File: src/rtl/core/pida_pkg.sv
// Package for the positional insert/delete list: sizes, operation and status
// codes, and the command and status bundles between controller and datapath.
// No dependencies.
`default_nettype none

package pida_pkg;

  // List capacity and field widths.
  localparam int DEPTH  = 128;
  localparam int ADDR_W = $clog2(DEPTH);
  localparam int MODE_W = 2;
  localparam int POS_W  = 8;
  localparam int DATA_W = 32;
  localparam int STAT_W = 2;
  localparam int CNT_W  = 8;

  // Operation codes on the mode field.
  localparam logic [MODE_W-1:0] MODE_INSERT = 2'd0;
  localparam logic [MODE_W-1:0] MODE_DELETE = 2'd1;
  localparam logic [MODE_W-1:0] MODE_READ   = 2'd2;

  // Result status codes.
  localparam logic [STAT_W-1:0] STAT_OK    = 2'd0;
  localparam logic [STAT_W-1:0] STAT_FULL  = 2'd1;
  localparam logic [STAT_W-1:0] STAT_RANGE = 2'd2;

  // Commands from the controller to the datapath.
  typedef struct packed {
    logic load;
    logic decide;
    logic ptr_from_count;
    logic ptr_from_idx;
    logic rd_prev;
    logic rd_next;
    logic rd_idx;
    logic wr_shift;
    logic wr_value;
    logic ptr_dec;
    logic ptr_inc;
    logic cap_rv;
    logic cnt_inc;
    logic cnt_dec;
    logic emit;
  } dp_cmd_t;

  // Status from the datapath back to the controller.
  typedef struct packed {
    logic err;
    logic is_insert;
    logic is_delete;
    logic ins_no_shift;
    logic ins_last;
    logic del_more;
    logic del_more_next;
    logic out_free;
  } dp_stat_t;

endpackage

`default_nettype wire

File: src/rtl/core/pida_ctrl.sv
// Controller state machine of the positional insert/delete list: sequences
// the checks, the entry moves and the result hand-off. Depends on pida_pkg.
`default_nettype none

module pida_ctrl (
  input  wire logic               clk,
  input  wire logic               rst_n,
  input  wire logic               in_valid,
  output logic                    in_stall,
  output pida_pkg::dp_cmd_t       cmd,
  input  wire pida_pkg::dp_stat_t stat
);

  import pida_pkg::*;

  typedef enum logic [3:0] {
    S_IDLE,
    S_DECIDE,
    S_I_RD,
    S_I_WR,
    S_I_FIN,
    S_R_RD,
    S_R_CAP,
    S_D_RD,
    S_D_WR,
    S_DONE
  } state_t;

  state_t state_r;
  state_t state_nxt;

  always_comb begin
    state_nxt = state_r;
    cmd       = '0;
    unique case (state_r)
      S_IDLE: begin
        if (in_valid) begin
          cmd.load  = 1'b1;
          state_nxt = S_DECIDE;
        end
      end
      S_DECIDE: begin
        cmd.decide = 1'b1;
        priority if (stat.err) begin
          state_nxt = S_DONE;
        end else if (stat.is_insert && stat.ins_no_shift) begin
          state_nxt = S_I_FIN;
        end else if (stat.is_insert) begin
          cmd.ptr_from_count = 1'b1;
          state_nxt          = S_I_RD;
        end else begin
          cmd.ptr_from_idx = 1'b1;
          state_nxt        = S_R_RD;
        end
      end
      S_I_RD: begin
        cmd.rd_prev = 1'b1;
        state_nxt   = S_I_WR;
      end
      S_I_WR: begin
        cmd.wr_shift = 1'b1;
        cmd.ptr_dec  = 1'b1;
        state_nxt    = stat.ins_last ? S_I_FIN : S_I_RD;
      end
      S_I_FIN: begin
        cmd.wr_value = 1'b1;
        cmd.cnt_inc  = 1'b1;
        state_nxt    = S_DONE;
      end
      S_R_RD: begin
        cmd.rd_idx = 1'b1;
        state_nxt  = S_R_CAP;
      end
      S_R_CAP: begin
        cmd.cap_rv = 1'b1;
        priority if (!stat.is_delete) begin
          state_nxt = S_DONE;
        end else if (stat.del_more) begin
          state_nxt = S_D_RD;
        end else begin
          cmd.cnt_dec = 1'b1;
          state_nxt   = S_DONE;
        end
      end
      S_D_RD: begin
        cmd.rd_next = 1'b1;
        state_nxt   = S_D_WR;
      end
      S_D_WR: begin
        cmd.wr_shift = 1'b1;
        cmd.ptr_inc  = 1'b1;
        if (stat.del_more_next) begin
          state_nxt = S_D_RD;
        end else begin
          cmd.cnt_dec = 1'b1;
          state_nxt   = S_DONE;
        end
      end
      S_DONE: begin
        if (stat.out_free) begin
          cmd.emit  = 1'b1;
          state_nxt = S_IDLE;
        end
      end
      default: begin
        state_nxt = S_IDLE;
      end
    endcase
  end

  always_ff @(posedge clk) begin
    if (!rst_n) begin
      state_r <= S_IDLE;
    end else begin
      state_r <= state_nxt;
    end
  end

  assign in_stall = (state_r != S_IDLE);

endmodule

`default_nettype wire

File: config.mk
export PLATFORM = sky130hd
export DESIGN_NAME = pida_ctrl
export DESIGN_NICKNAME = d
export VERILOG_FILES = /design/src/rtl/core/pida_pkg.sv /design/src/rtl/core/pida_ctrl.sv
export SDC_FILE = /design/constraint.sdc
export NUM_CORES = 1
export LEC_CHECK = 0
export ABC_AREA = 1
export BUFFER_PORTS_ARGS = -buffer_cell sky130_fd_sc_hd__clkbuf_2
export CAP_MARGIN = 20
export CORE_AREA = 4 4 41 43
export CTS_CLUSTER_DIAMETER = 40
export CTS_CLUSTER_SIZE = 40
export DETAILED_ROUTE_END_ITERATION = 7
export DIE_AREA = 0 0 45 47
export HOLD_SLACK_MARGIN = 0.15
export PLACE_DENSITY = 0.65
export SLEW_MARGIN = 20
export SYNTH_ARGS = -nofsm -noshare
export SYNTH_HDL_FRONTEND = slang
export SYNTH_SLANG_ARGS = --single-unit
export TNS_END_PERCENT = 30
File: constraint.sdc
create_clock -name clk -period 2.25 [get_ports clk]
set_clock_uncertainty 0.1 [all_clocks]
set_input_delay 0.225 -clock clk [delete_from_list [all_inputs] [get_ports clk]]
set_output_delay 0.225 -clock clk [all_outputs]
set_load 0.02 [all_outputs]
==> results of run 1 <==
## final cells by class
cell class | count | area (um^2)
Timing Repair Buffer | 26 | 130
Clock buffer | 3 | 22.5
Tap cell | 15 | 18.8
Fill cell | 150 | 698
Multi-Input combinational cell | 54 | 280
Sequential cell | 4 | 80.1
Inverter | 19 | 71.3
## cell usage after synthesis, drive strengths merged
cell type   n  share of area
dfxtp       4           0.18
or2         1          0.014
buf         1          0.017
nor3        1          0.023
nand2      20           0.18
nor2       14           0.16
inv        19           0.16
nand3       8           0.10
nand4       1          0.014
o21ai       1          0.020
nand3b      3          0.051
a21oi       3          0.043
nor4        2          0.028
## worst max-delay path: stages (launching register included)
cell and delay (ns):
sky130_fd_sc_hd__dfxtp_1 0.45, sky130_fd_sc_hd__inv_2 0.07, sky130_fd_sc_hd__nor2_1 0.21, sky130_fd_sc_hd__nand2_1 0.11, sky130_fd_sc_hd__inv_1 0.06, sky130_fd_sc_hd__clkbuf_2 0.16
## metrics by stage
step | power, mW | worst slack [ns] | hold WS [ns] | cell area [um^2]
3_3_place_gp | 0.518 | 0.884 | 0.395 | 581
2_1_floorplan | 0.417 | 0.688 | 0.297 | 439
4_1_cts | 0.611 | 0.601 | 0.163 | 603
5_1_grt | 0.657 | 0.485 | 0.166 | 603
6_report | 0.601 | 0.629 | 0.169 | 603
3_5_place_dp | 0.521 | 0.852 | 0.409 | 581
## path summary, 6_finish.rpt
path                                 start         end  slack, ns
worst max-delay path            state_r[0]      cmd[8]       0.63
worst min-delay path                 rst_n  state_r[0]       0.17
worst max register to register  state_r[0]  state_r[0]       0.91
worst min register to register  state_r[0]  state_r[0]       0.59
## logic make-up (layout without fill, tap and decap cells)
logic type	Yosys count	after routing
buffers and inverters	20	48
AND/OR/NAND/NOR	50	50
flip-flops	4	4
AO/OA/AOI/OAI	4	4
## per-layer routing
layer  part of all wire  vias up  GRT usage
met5                  0        -          0
met4                  0        0     0.0702
met3              0.090        0     0.0115
met2               0.46       17      0.203
met1               0.45      231      0.139
li1                   -      296          -
## report_power, final
group / leakage (nW) / internal (mW) / switching (mW)
Clock: 0.0138 / 0.0593 / 0.0245
Sequential: 0.0328 / 0.0927 / 0.0293
Combinational: 0.354 / 0.125 / 0.270
Total: 0.401 / 0.277 / 0.324
==> metrics.log, run 1 <==
INFO  metric design.core.area = 0.00130 mm^2
INFO  metric finalNetCount = 119
INFO  metric antenna_violations_before_repair = 0
INFO  metric fmaxAchievable = 617 MHz
INFO  metric wl_per_cell = 9.04 um
INFO  metric regMostFlops = state_r
INFO  metric cts_buffers = 3
INFO  metric detailed_route_vias_per_instance = 4.50
INFO  metric grt_pass1_wl = 1.81 mm
INFO  metric layout.cells.most_common_list = sky130_fd_sc_hd__clkbuf_2, sky130_fd_sc_hd__nand2_1, sky130_fd_sc_hd__inv_1
INFO  metric synthToLayoutAreaGrowth = 37.3%
INFO  metric dp.cells = 118
INFO  metric design.portCount = 27
INFO  metric first_pass_iters = 4
INFO  metric path_clk_slew = 0.03 ns
INFO  metric route.antenna.remaining_nets = 0
INFO  metric cts-hold-fix-buffers = 0
INFO  metric worstMarginPinSlew = 0.269 ns
INFO  metric timing.reg2reg.worst_path_depth = 7
INFO  metric warnings_synthesis = 0
INFO  metric synthesis.nets = 89
INFO  metric synth.lib_cells_used.distinct = 19
INFO  metric timing.hold.worst.class = input pin to flop
INFO  metric root_buffer = sky130_fd_sc_hd__clkbuf_4
INFO  metric post-route-drc-count = 0
INFO  metric power_density = 997 mW/mm^2
INFO  metric cts_tree = yes
INFO  metric htree_levels = 1
INFO  metric yosys.area_share.adder = 0
INFO  metric post_route_cells_drive_above_1_share = 0.406
INFO  metric clock_path_buffers = 2
INFO  metric overflow = 0
INFO  metric globalplace.congestion = 0.800
INFO  metric grt_max_degree = 7
INFO  metric reg.largest.list = state_r x4
INFO  metric ys_seq_area_frac = 0.182
INFO  metric final-instance-count-excl-fill = 121
INFO  metric setup_tns = 0 ns
INFO  metric cp_data_arrival_time = 1.30 ns
INFO  metric detailed_place_hpwl = 984 um
INFO  metric timing.setup.critical_path_class = flop to primary output
INFO  metric antenna-diode-count = 0
INFO  metric yosys.area_share.xor_xnor = 0
INFO  metric clock_latency_late_sink = 0.23 ns
INFO  metric synth_mux_area_frac = 0
INFO  metric crit_fanout = 6
INFO  metric setup_viol = 0
INFO  metric site_row_count = 13
INFO  metric die_height = 47 um
INFO  metric gr-usage-all-layers = 0.117
INFO  metric critical_path_capture_point_type = primary output
INFO  metric route.final.wire_length = 1.09 mm
INFO  metric run_status = complete, no violations
INFO  metric vias = 544
INFO  metric time_the_worst_path_needs_with_i_o_delays_and_setup = 1.62 ns
INFO  metric critPathRequiredTime = 1.92 ns
INFO  metric synth_area_in_compound_gates = 0.0627
INFO  metric slew-limit-headroom = 0.819
INFO  metric initial_core_util = 0.337
INFO  metric synth-seq-cells = 4
INFO  metric rsz0062_at_grt = no
INFO  metric netlist_area = 439 um^2
INFO  metric grt_pass1_vias = 487
INFO  metric total_leakage_power = 0.401 nW
INFO  metric dieArea = 0.00212 mm^2
INFO  metric postCtsResizedCells = 0
INFO  metric holdPathStages = 3
INFO  metric post_cts.repair.setup_buffers = 0
INFO  metric largest_register_ff_count = 4
INFO  metric synth-simple-area-share = 0.575
INFO  metric layout_worst_path_cycle_share = 0.721
INFO  metric synth_top_family_by_area = simple AND/OR/NAND/NOR gates
INFO  metric drt_iter0_markers = 4
INFO  metric port-buffer-count = 26
INFO  metric irDropWorstVdd = 0.421 mV
INFO  metric max-cap-violations = 0
INFO  metric layout.core_utilization = 0.463
INFO  metric hold_fails_final_rpt = 0
INFO  metric postSynthAreaPerCell = 5.63 um^2
INFO  metric setup.worst_path.start_class = flop
INFO  metric cts_sinks = 4
INFO  metric timing_max_transition_violations_final = 0
INFO  metric die_width = 45 um
INFO  metric most_common_cell_after_layout_fill_and_taps_aside = sky130_fd_sc_hd__clkbuf_2
INFO  metric synthesis.instances = 78
No activity file was read; power rests on OpenSTA's default activity.
==> inputs of run 2 (changes only) <==
PLACE_DENSITY = 0.68   (was 0.65)
clock period = 1.4 ns   (was 2.25 ns; I/O delays follow)
==> metrics.log, run 2 (synthesis results as in run 1) <==
INFO  metric run_status = complete, but fails checks (was complete, no violations)
INFO  metric violated_checks = setup timing
INFO  metric setup_viol = 4 (was 0)
INFO  metric route.final.wire_length = 1.38 mm (was 1.09 mm)
INFO  metric die_width = 45 um (unchanged)
INFO  metric clock_path_buffers = 2 (unchanged)
INFO  metric post_route_cells_drive_above_1_share = 0.549 (was 0.406)
INFO  metric irDropWorstVdd = 0.724 mV (was 0.421 mV)
INFO  metric grt_pass1_vias = 573 (was 487)
INFO  metric design.portCount = 27 (unchanged)
INFO  metric root_buffer = sky130_fd_sc_hd__clkbuf_4 (unchanged)
INFO  metric worst_hold_slack = 0.186 ns (was 0.169 ns)
INFO  metric first_pass_iters = 4 (unchanged)
INFO  metric total_leakage_power = 0.466 nW (was 0.401 nW)
INFO  metric critical_path_capture_point_type = primary output (unchanged)
INFO  metric rsz0062_at_grt = yes (was no)
INFO  metric route.antenna.remaining_nets = 0 (unchanged)
INFO  metric holdPathStages = 5 (was 3)
INFO  metric cts_sinks = 4 (unchanged)
INFO  metric port-buffer-count = 26 (unchanged)
INFO  metric layout.cells.most_common_list = sky130_fd_sc_hd__clkbuf_2, sky130_fd_sc_hd__nand2_1, sky130_fd_sc_hd__inv_1 (unchanged)
INFO  metric reg2reg_slack = -0.02 ns (was 0.91 ns)
INFO  metric grt_max_degree = 7 (unchanged)
INFO  metric cp_data_arrival_time = 1.20 ns (was 1.30 ns)
INFO  metric timing.setup.critical_path_class = flop to primary output (unchanged)
INFO  metric slew-limit-headroom = 0.866 (was 0.819)
INFO  metric crit_fanout = 5 (was 6)
INFO  metric timing_max_transition_violations_final = 0 (unchanged)
INFO  metric site_row_count = 13 (unchanged)
INFO  metric hold_fails_final_rpt = 0 (unchanged)
INFO  metric finalNetCount = 126 (was 119)
INFO  metric worstMarginPinSlew = 0.199 ns (was 0.269 ns)
INFO  metric overflow = 0 (unchanged)
INFO  metric post-route-drc-count = 0 (unchanged)
INFO  metric most_common_cell_after_layout_fill_and_taps_aside = sky130_fd_sc_hd__clkbuf_2 (unchanged)
INFO  metric die_height = 47 um (unchanged)
INFO  metric globalplace.congestion = 0.758 (was 0.800)
INFO  metric regArea = 90.1 um^2 (was 80.1 um^2)
INFO  metric setup_tns = -0.104 ns (was 0 ns)
INFO  metric dieArea = 0.00212 mm^2 (unchanged)
INFO  metric detailed_place_hpwl = 1.03 mm (was 984 um)
INFO  metric max-cap-violations = 0 (unchanged)
INFO  metric post-route-worst-setup-slack = -0.0415 ns (was 0.629 ns)
INFO  metric drt_iter0_markers = 6 (was 4)
INFO  metric timing.hold.worst_endpoint = state_r[1] (was state_r[0])
INFO  metric path_clk_slew = 0.04 ns (was 0.03 ns)
INFO  metric filler_cell_count = 140 (was 150)
INFO  metric grt_pass1_wl = 2.15 mm (was 1.81 mm)
INFO  metric timing.reg2reg.worst_path_depth = 10 (was 7)
INFO  metric power_density = 1490 mW/mm^2 (was 997 mW/mm^2)
INFO  metric cts_buffers = 3 (unchanged)
INFO  metric timing.hold.worst.class = input pin to flop (unchanged)
INFO  metric fmaxAchievable = 694 MHz
INFO  metric initial_core_util = 0.337 (unchanged)
INFO  metric antenna_violations_before_repair = 0 (unchanged)
INFO  metric wl_per_cell = 10.7 um (was 9.04 um)
INFO  metric regMostFlops = state_r (unchanged)
INFO  metric setup.worst_path.start_class = flop (unchanged)
INFO  metric time_the_worst_path_needs_with_i_o_delays_and_setup = 1.44 ns
INFO  metric detailed_route_vias_per_instance = 4.73 (was 4.50)
INFO  metric regToRegEndpoint = state_r[2] (was state_r[0])
INFO  metric antenna-diode-count = 0 (unchanged)
INFO  metric critPathRequiredTime = 1.16 ns (was 1.92 ns)
INFO  metric multiInputGateArea = 328 um^2 (was 280 um^2)
INFO  metric report.power.total = 1.11 mW (was 601 uW)
INFO  metric cts_tree = yes (unchanged)
INFO  metric clock_latency_late_sink = 0.23 ns (about the same)
INFO  metric largest_register_ff_count = 4 (unchanged)
INFO  metric hold_path.startpoint = stat[1] (was rst_n)
INFO  metric reg2reg_from = state_r[3] (was state_r[0])
INFO  metric gr-usage-all-layers = 0.136 (was 0.117)
INFO  metric layout_worst_path_cycle_share = 1.03
INFO  metric reg.largest.list = state_r x4 (unchanged)
INFO  metric htree_levels = 1 (unchanged)
INFO  metric design.core.area = 0.00130 mm^2 (unchanged)
INFO  metric worstSetupStartpoint = state_r[1] (was state_r[0])
INFO  metric vias = 606 (was 544)
INFO  metric synthToLayoutAreaGrowth = 68.7% (was 37.3%)
-- run 2: cell count changes in the layout (fill, tap and decap cells not counted), sizes merged --
cell,before,now
buf,0,9
clkbuf,29,25
dlygate4sd3,0,2
-- run 2: worst max path at each step --
stage / cells after the start / end
final: 6 / cmd[12]
after global routing: 6 / cmd[1]
after CTS: 6 / cmd[1]
after detailed placement: 7 / state_r[0]
after global placement: 8 / state_r[2]
after floorplan: 2 / cmd[0]
-- run 2: power by group --
| part | leakage, nW | internal (mW) | total (mW) | switching (mW) |
|---|---|---|---|---|
| Clock | 0.0138 | 0.0956 | 0.138 | 0.0420 |
| Combinational | 0.417 | 0.252 | 0.732 | 0.480 |
| Sequential | 0.0350 | 0.164 | 0.236 | 0.0723 |
-- run 2: per-layer routing --
metal / vias up / routed length (um) / GRT usage
met2: 20 / 763 / 0.266
met5: - / 0 / 0
met3: 0 / 90 / 0.0153
li1: 309 / - / -
met1: 277 / 521 / 0.148
met4: 0 / 0 / 0.0526
-- run 2: critical path, stage by stage, from the launching register on --
cell and delay, ns:
sky130_fd_sc_hd__dfxtp_4 0.36, sky130_fd_sc_hd__inv_2 0.09, sky130_fd_sc_hd__nand2_2 0.09, sky130_fd_sc_hd__nor2_4 0.13, sky130_fd_sc_hd__nand2_1 0.09, sky130_fd_sc_hd__inv_1 0.05, sky130_fd_sc_hd__clkbuf_4 0.15
-- run 2: what timing repair did --
action | CTS | global route
buffers inserted | 3 | 2
setup endpoints to repair | 15 | 17
pin swaps | 5 | 4
hold buffers | 2 | 0
gates resized for setup | 18 | 11
endpoints found under the hold margin | 4 | 0
-- run 2: area by class of cell --
type                       count  area share
sequential                     4       0.122
clock buffer                   3      0.0304
inverter                      19      0.0997
timing repair buffer          33       0.280
tap                           15      0.0253
multi-input combinational     54       0.443
-- run 2: stage by stage --
step / area [um^2] / instances / utilization / worst slack (ns)
floorplan: 445 / 78 / - / -0.0267
global placement: 587 / 118 / 0.451 / 0.110
detailed placement: 587 / 118 / 0.451 / 0.0878
CTS: 701 / 126 / 0.538 / -0.0601
global route: 741 / 128 / 0.569 / -0.112
finish: 741 / 128 / 0.569 / -0.0415
==> inputs of run 3 (changes only) <==
CORE_AREA = unset   (was 4 4 41 43)
CORE_MARGIN = 4   (was unset)
CORE_UTILIZATION = 30   (was unset)
DIE_AREA = unset   (was 0 0 45 47)
PLACE_DENSITY = 0.63   (was 0.68)
==> metrics.log, run 3 (synthesis results as in run 1) <==
INFO  metric regToRegEndpoint = state_r[1] (was state_r[2])
INFO  metric overflow = 0 (unchanged)
INFO  metric timing.hold.worst_endpoint = state_r[2] (was state_r[1])
INFO  metric dp_slack = 0.0933 ns (was 0.0878 ns)
INFO  metric cp_data_arrival_time = 1.19 ns (was 1.20 ns)
INFO  metric wl_per_cell = 10.2 um (was 10.7 um)
INFO  metric total_leakage_power = 0.446 nW (was 0.466 nW)
INFO  metric regMostFlops = state_r (unchanged)
INFO  metric antenna_violations_before_repair = 0 (unchanged)
INFO  metric layout.core_utilization = 0.554 (was 0.569)
INFO  metric setup_viol = 1 (was 4)
INFO  metric cts_sinks = 4 (unchanged)
INFO  metric timing.hold.worst.class = input pin to flop (unchanged)
INFO  metric globalplace.congestion = 0.770 (was 0.758)
INFO  metric site_row_count = 13 (unchanged)
INFO  metric drt_iter0_markers = 3 (was 6)
INFO  metric most_common_cell_after_layout_fill_and_taps_aside = sky130_fd_sc_hd__clkbuf_2 (unchanged)
INFO  metric crit_fanout = 6 (was 5)
INFO  metric critPathRequiredTime = 1.16 ns (about the same)
INFO  metric antenna-diode-count = 0 (unchanged)
INFO  metric filler_cell_count = 131 (was 140)
INFO  metric dp.cells = 118 (unchanged)
INFO  metric critPathSlowestCell = sky130_fd_sc_hd__dfxtp_4 (unchanged)
INFO  metric layout.cells.most_common_list = sky130_fd_sc_hd__clkbuf_2, sky130_fd_sc_hd__nand2_1, sky130_fd_sc_hd__inv_1 (unchanged)
INFO  metric vias = 567 (was 606)
INFO  metric largest_register_ff_count = 4 (unchanged)
INFO  metric grt_max_degree = 7 (unchanged)
INFO  metric power_density = 1560 mW/mm^2 (was 1490 mW/mm^2)
INFO  metric gr-usage-all-layers = 0.133 (was 0.136)
INFO  metric path_clk_slew = 0.04 ns (about the same)
INFO  metric post-route-worst-setup-slack = -0.0297 ns (was -0.0415 ns)
INFO  metric port-buffer-count = 26 (unchanged)
INFO  metric detailed_place_hpwl = 1.06 mm (was 1.03 mm)
INFO  metric holdPathStages = 5 (unchanged)
INFO  metric synthToLayoutAreaGrowth = 68.4% (was 68.7%)
INFO  metric worstMarginPinSlew = 0.199 ns (about the same)
INFO  metric timing.setup.critical_path_class = flop to primary output (unchanged)
INFO  metric fmaxAchievable = 699 MHz (was 694 MHz)
INFO  metric htree_levels = 1 (unchanged)
INFO  metric grt_pass1_vias = 528 (was 573)
INFO  metric irDropWorstVdd = 0.754 mV (was 0.724 mV)
INFO  metric route.final.wire_length = 1.29 mm (was 1.38 mm)
INFO  metric hold_path.startpoint = stat[1] (unchanged)
INFO  metric critical_path_capture_point_type = primary output (unchanged)
INFO  metric rsz0062_at_grt = yes (unchanged)
INFO  metric cpPeakStageDelay = 0.40 ns (was 0.36 ns)
INFO  metric hold_fails_final_rpt = 0 (unchanged)
INFO  metric reg2reg_slack = 0.19 ns (was -0.02 ns)
INFO  metric run_status = complete, but fails checks (unchanged)
INFO  metric regArea = 90.1 um^2 (unchanged)
INFO  metric violated_checks = setup timing (unchanged)
INFO  metric slew-limit-headroom = 0.866 (about the same)
INFO  metric dieArea = 0.00214 mm^2 (was 0.00212 mm^2)
INFO  metric cp_cell_sequence = inv_4 -> nor3_4 -> nand3b_1 -> nand2_1 -> clkbuf_8 (was inv_2 -> nand2_2 -> nor2_4 -> nand2_1 -> inv_1 -> clkbuf_4)
INFO  metric clock_latency_late_sink = 0.23 ns (about the same)
INFO  metric setup.worst_path.start_class = flop (unchanged)
INFO  metric max-cap-violations = 0 (unchanged)
INFO  metric setup_tns = -0.0297 ns (was -0.104 ns)
INFO  metric grt_pass1_wl = 2.06 mm (was 2.15 mm)
INFO  metric root_buffer = sky130_fd_sc_hd__clkbuf_4 (unchanged)
INFO  metric timing_max_transition_violations_final = 0 (unchanged)
INFO  metric clock_path_buffers = 2 (unchanged)
INFO  metric route.antenna.remaining_nets = 0 (unchanged)
INFO  metric first_pass_iters = 4 (unchanged)
INFO  metric die_height = 46.3 um (was 47 um)
INFO  metric final-instance-count-excl-fill = 126 (was 128)
INFO  metric reg2reg_from = state_r[1] (was state_r[3])
INFO  metric finalNetCount = 124 (was 126)
INFO  metric initial_core_util = 0.329 (was 0.337)
INFO  metric design.core.area = 0.00133 mm^2 (was 0.00130 mm^2)
INFO  metric post_route_cells_drive_above_1_share = 0.550 (was 0.549)
INFO  metric cts_tree = yes (unchanged)
INFO  metric timing.reg2reg.worst_path_depth = 8 (was 10)
INFO  metric reg.largest.list = state_r x4 (unchanged)
INFO  metric post-route-drc-count = 0 (unchanged)
INFO  metric multiInputGateArea = 328 um^2 (unchanged)
INFO  metric cts_buffers = 3 (unchanged)
INFO  metric layout_worst_path_cycle_share = 1.02 (was 1.03)
INFO  metric die_width = 46.3 um (was 45 um)
INFO  metric detailed_route_vias_per_instance = 4.50 (was 4.73)
INFO  metric design.portCount = 27 (unchanged)
INFO  metric time_the_worst_path_needs_with_i_o_delays_and_setup = 1.43 ns (was 1.44 ns)
-- run 3: cell types whose count changed in the layout (fill, tap and decap cells not counted), sizes merged --
cell,delta
clkbuf,-3
buf,+1
-- run 3: worst max-delay path by stage --
stage                    start         end  slack (ns)  cells past startpoint
floorplan           state_r[0]      cmd[0]       -0.03                      2
global placement    state_r[3]  state_r[2]        0.11                      8
detailed placement  state_r[0]  state_r[0]        0.09                      7
CTS                 state_r[3]      cmd[1]       -0.05                      6
global route        state_r[1]      cmd[1]       -0.09                      5
finish              state_r[1]      cmd[1]       -0.03                      5
-- run 3: layout make-up --
class,count,share of cell area
repair buffers,31,0.276
well taps,15,0.0254
flip-flops and latches,4,0.122
clock buffers,3,0.0305
multi-input cells,54,0.443
inverters,19,0.103
-- run 3: per-layer routing --
layer	up-vias	GRT usage	share of wire
li1	303	-	-
met2	14	0.253	0.53
met1	250	0.140	0.42
met4	0	0.0511	0
met5	-	0	0
met3	0	0.0234	0.053
-- run 3: worst max-delay path, delay by kind of cell (launching register included) --
kind	cells	cell delay (ns)
DFF	1	0.40
buffers and inverters	2	0.20
and+or+nand+nor	3	0.35
-- run 3: per-stage QoR --
step	area (um^2)	hold WS, ns	total power, mW
6_report	739	0.208	1.16
5_1_grt	739	0.271	1.25
4_1_cts	699	0.203	1.10
3_5_place_dp	587	0.317	0.853
3_3_place_gp	587	0.309	0.850
2_1_floorplan	445	0.212	0.676
-- run 3: power breakdown --
part | total, mW | switching, mW | leakage (nW) | internal (mW)
clock | 0.141 | 0.0454 | 0.0138 | 0.0958
combinational | 0.768 | 0.483 | 0.397 | 0.285
sequential | 0.247 | 0.0836 | 0.0350 | 0.164
-- run 3: timing repair --
action	in CTS	in global routing
setup buffers	1	2
endpoints found under the setup margin	15	14
gates resized for setup	22	16
hold endpoints to repair	4	0
pin swaps	3	3
hold buffers	2	0
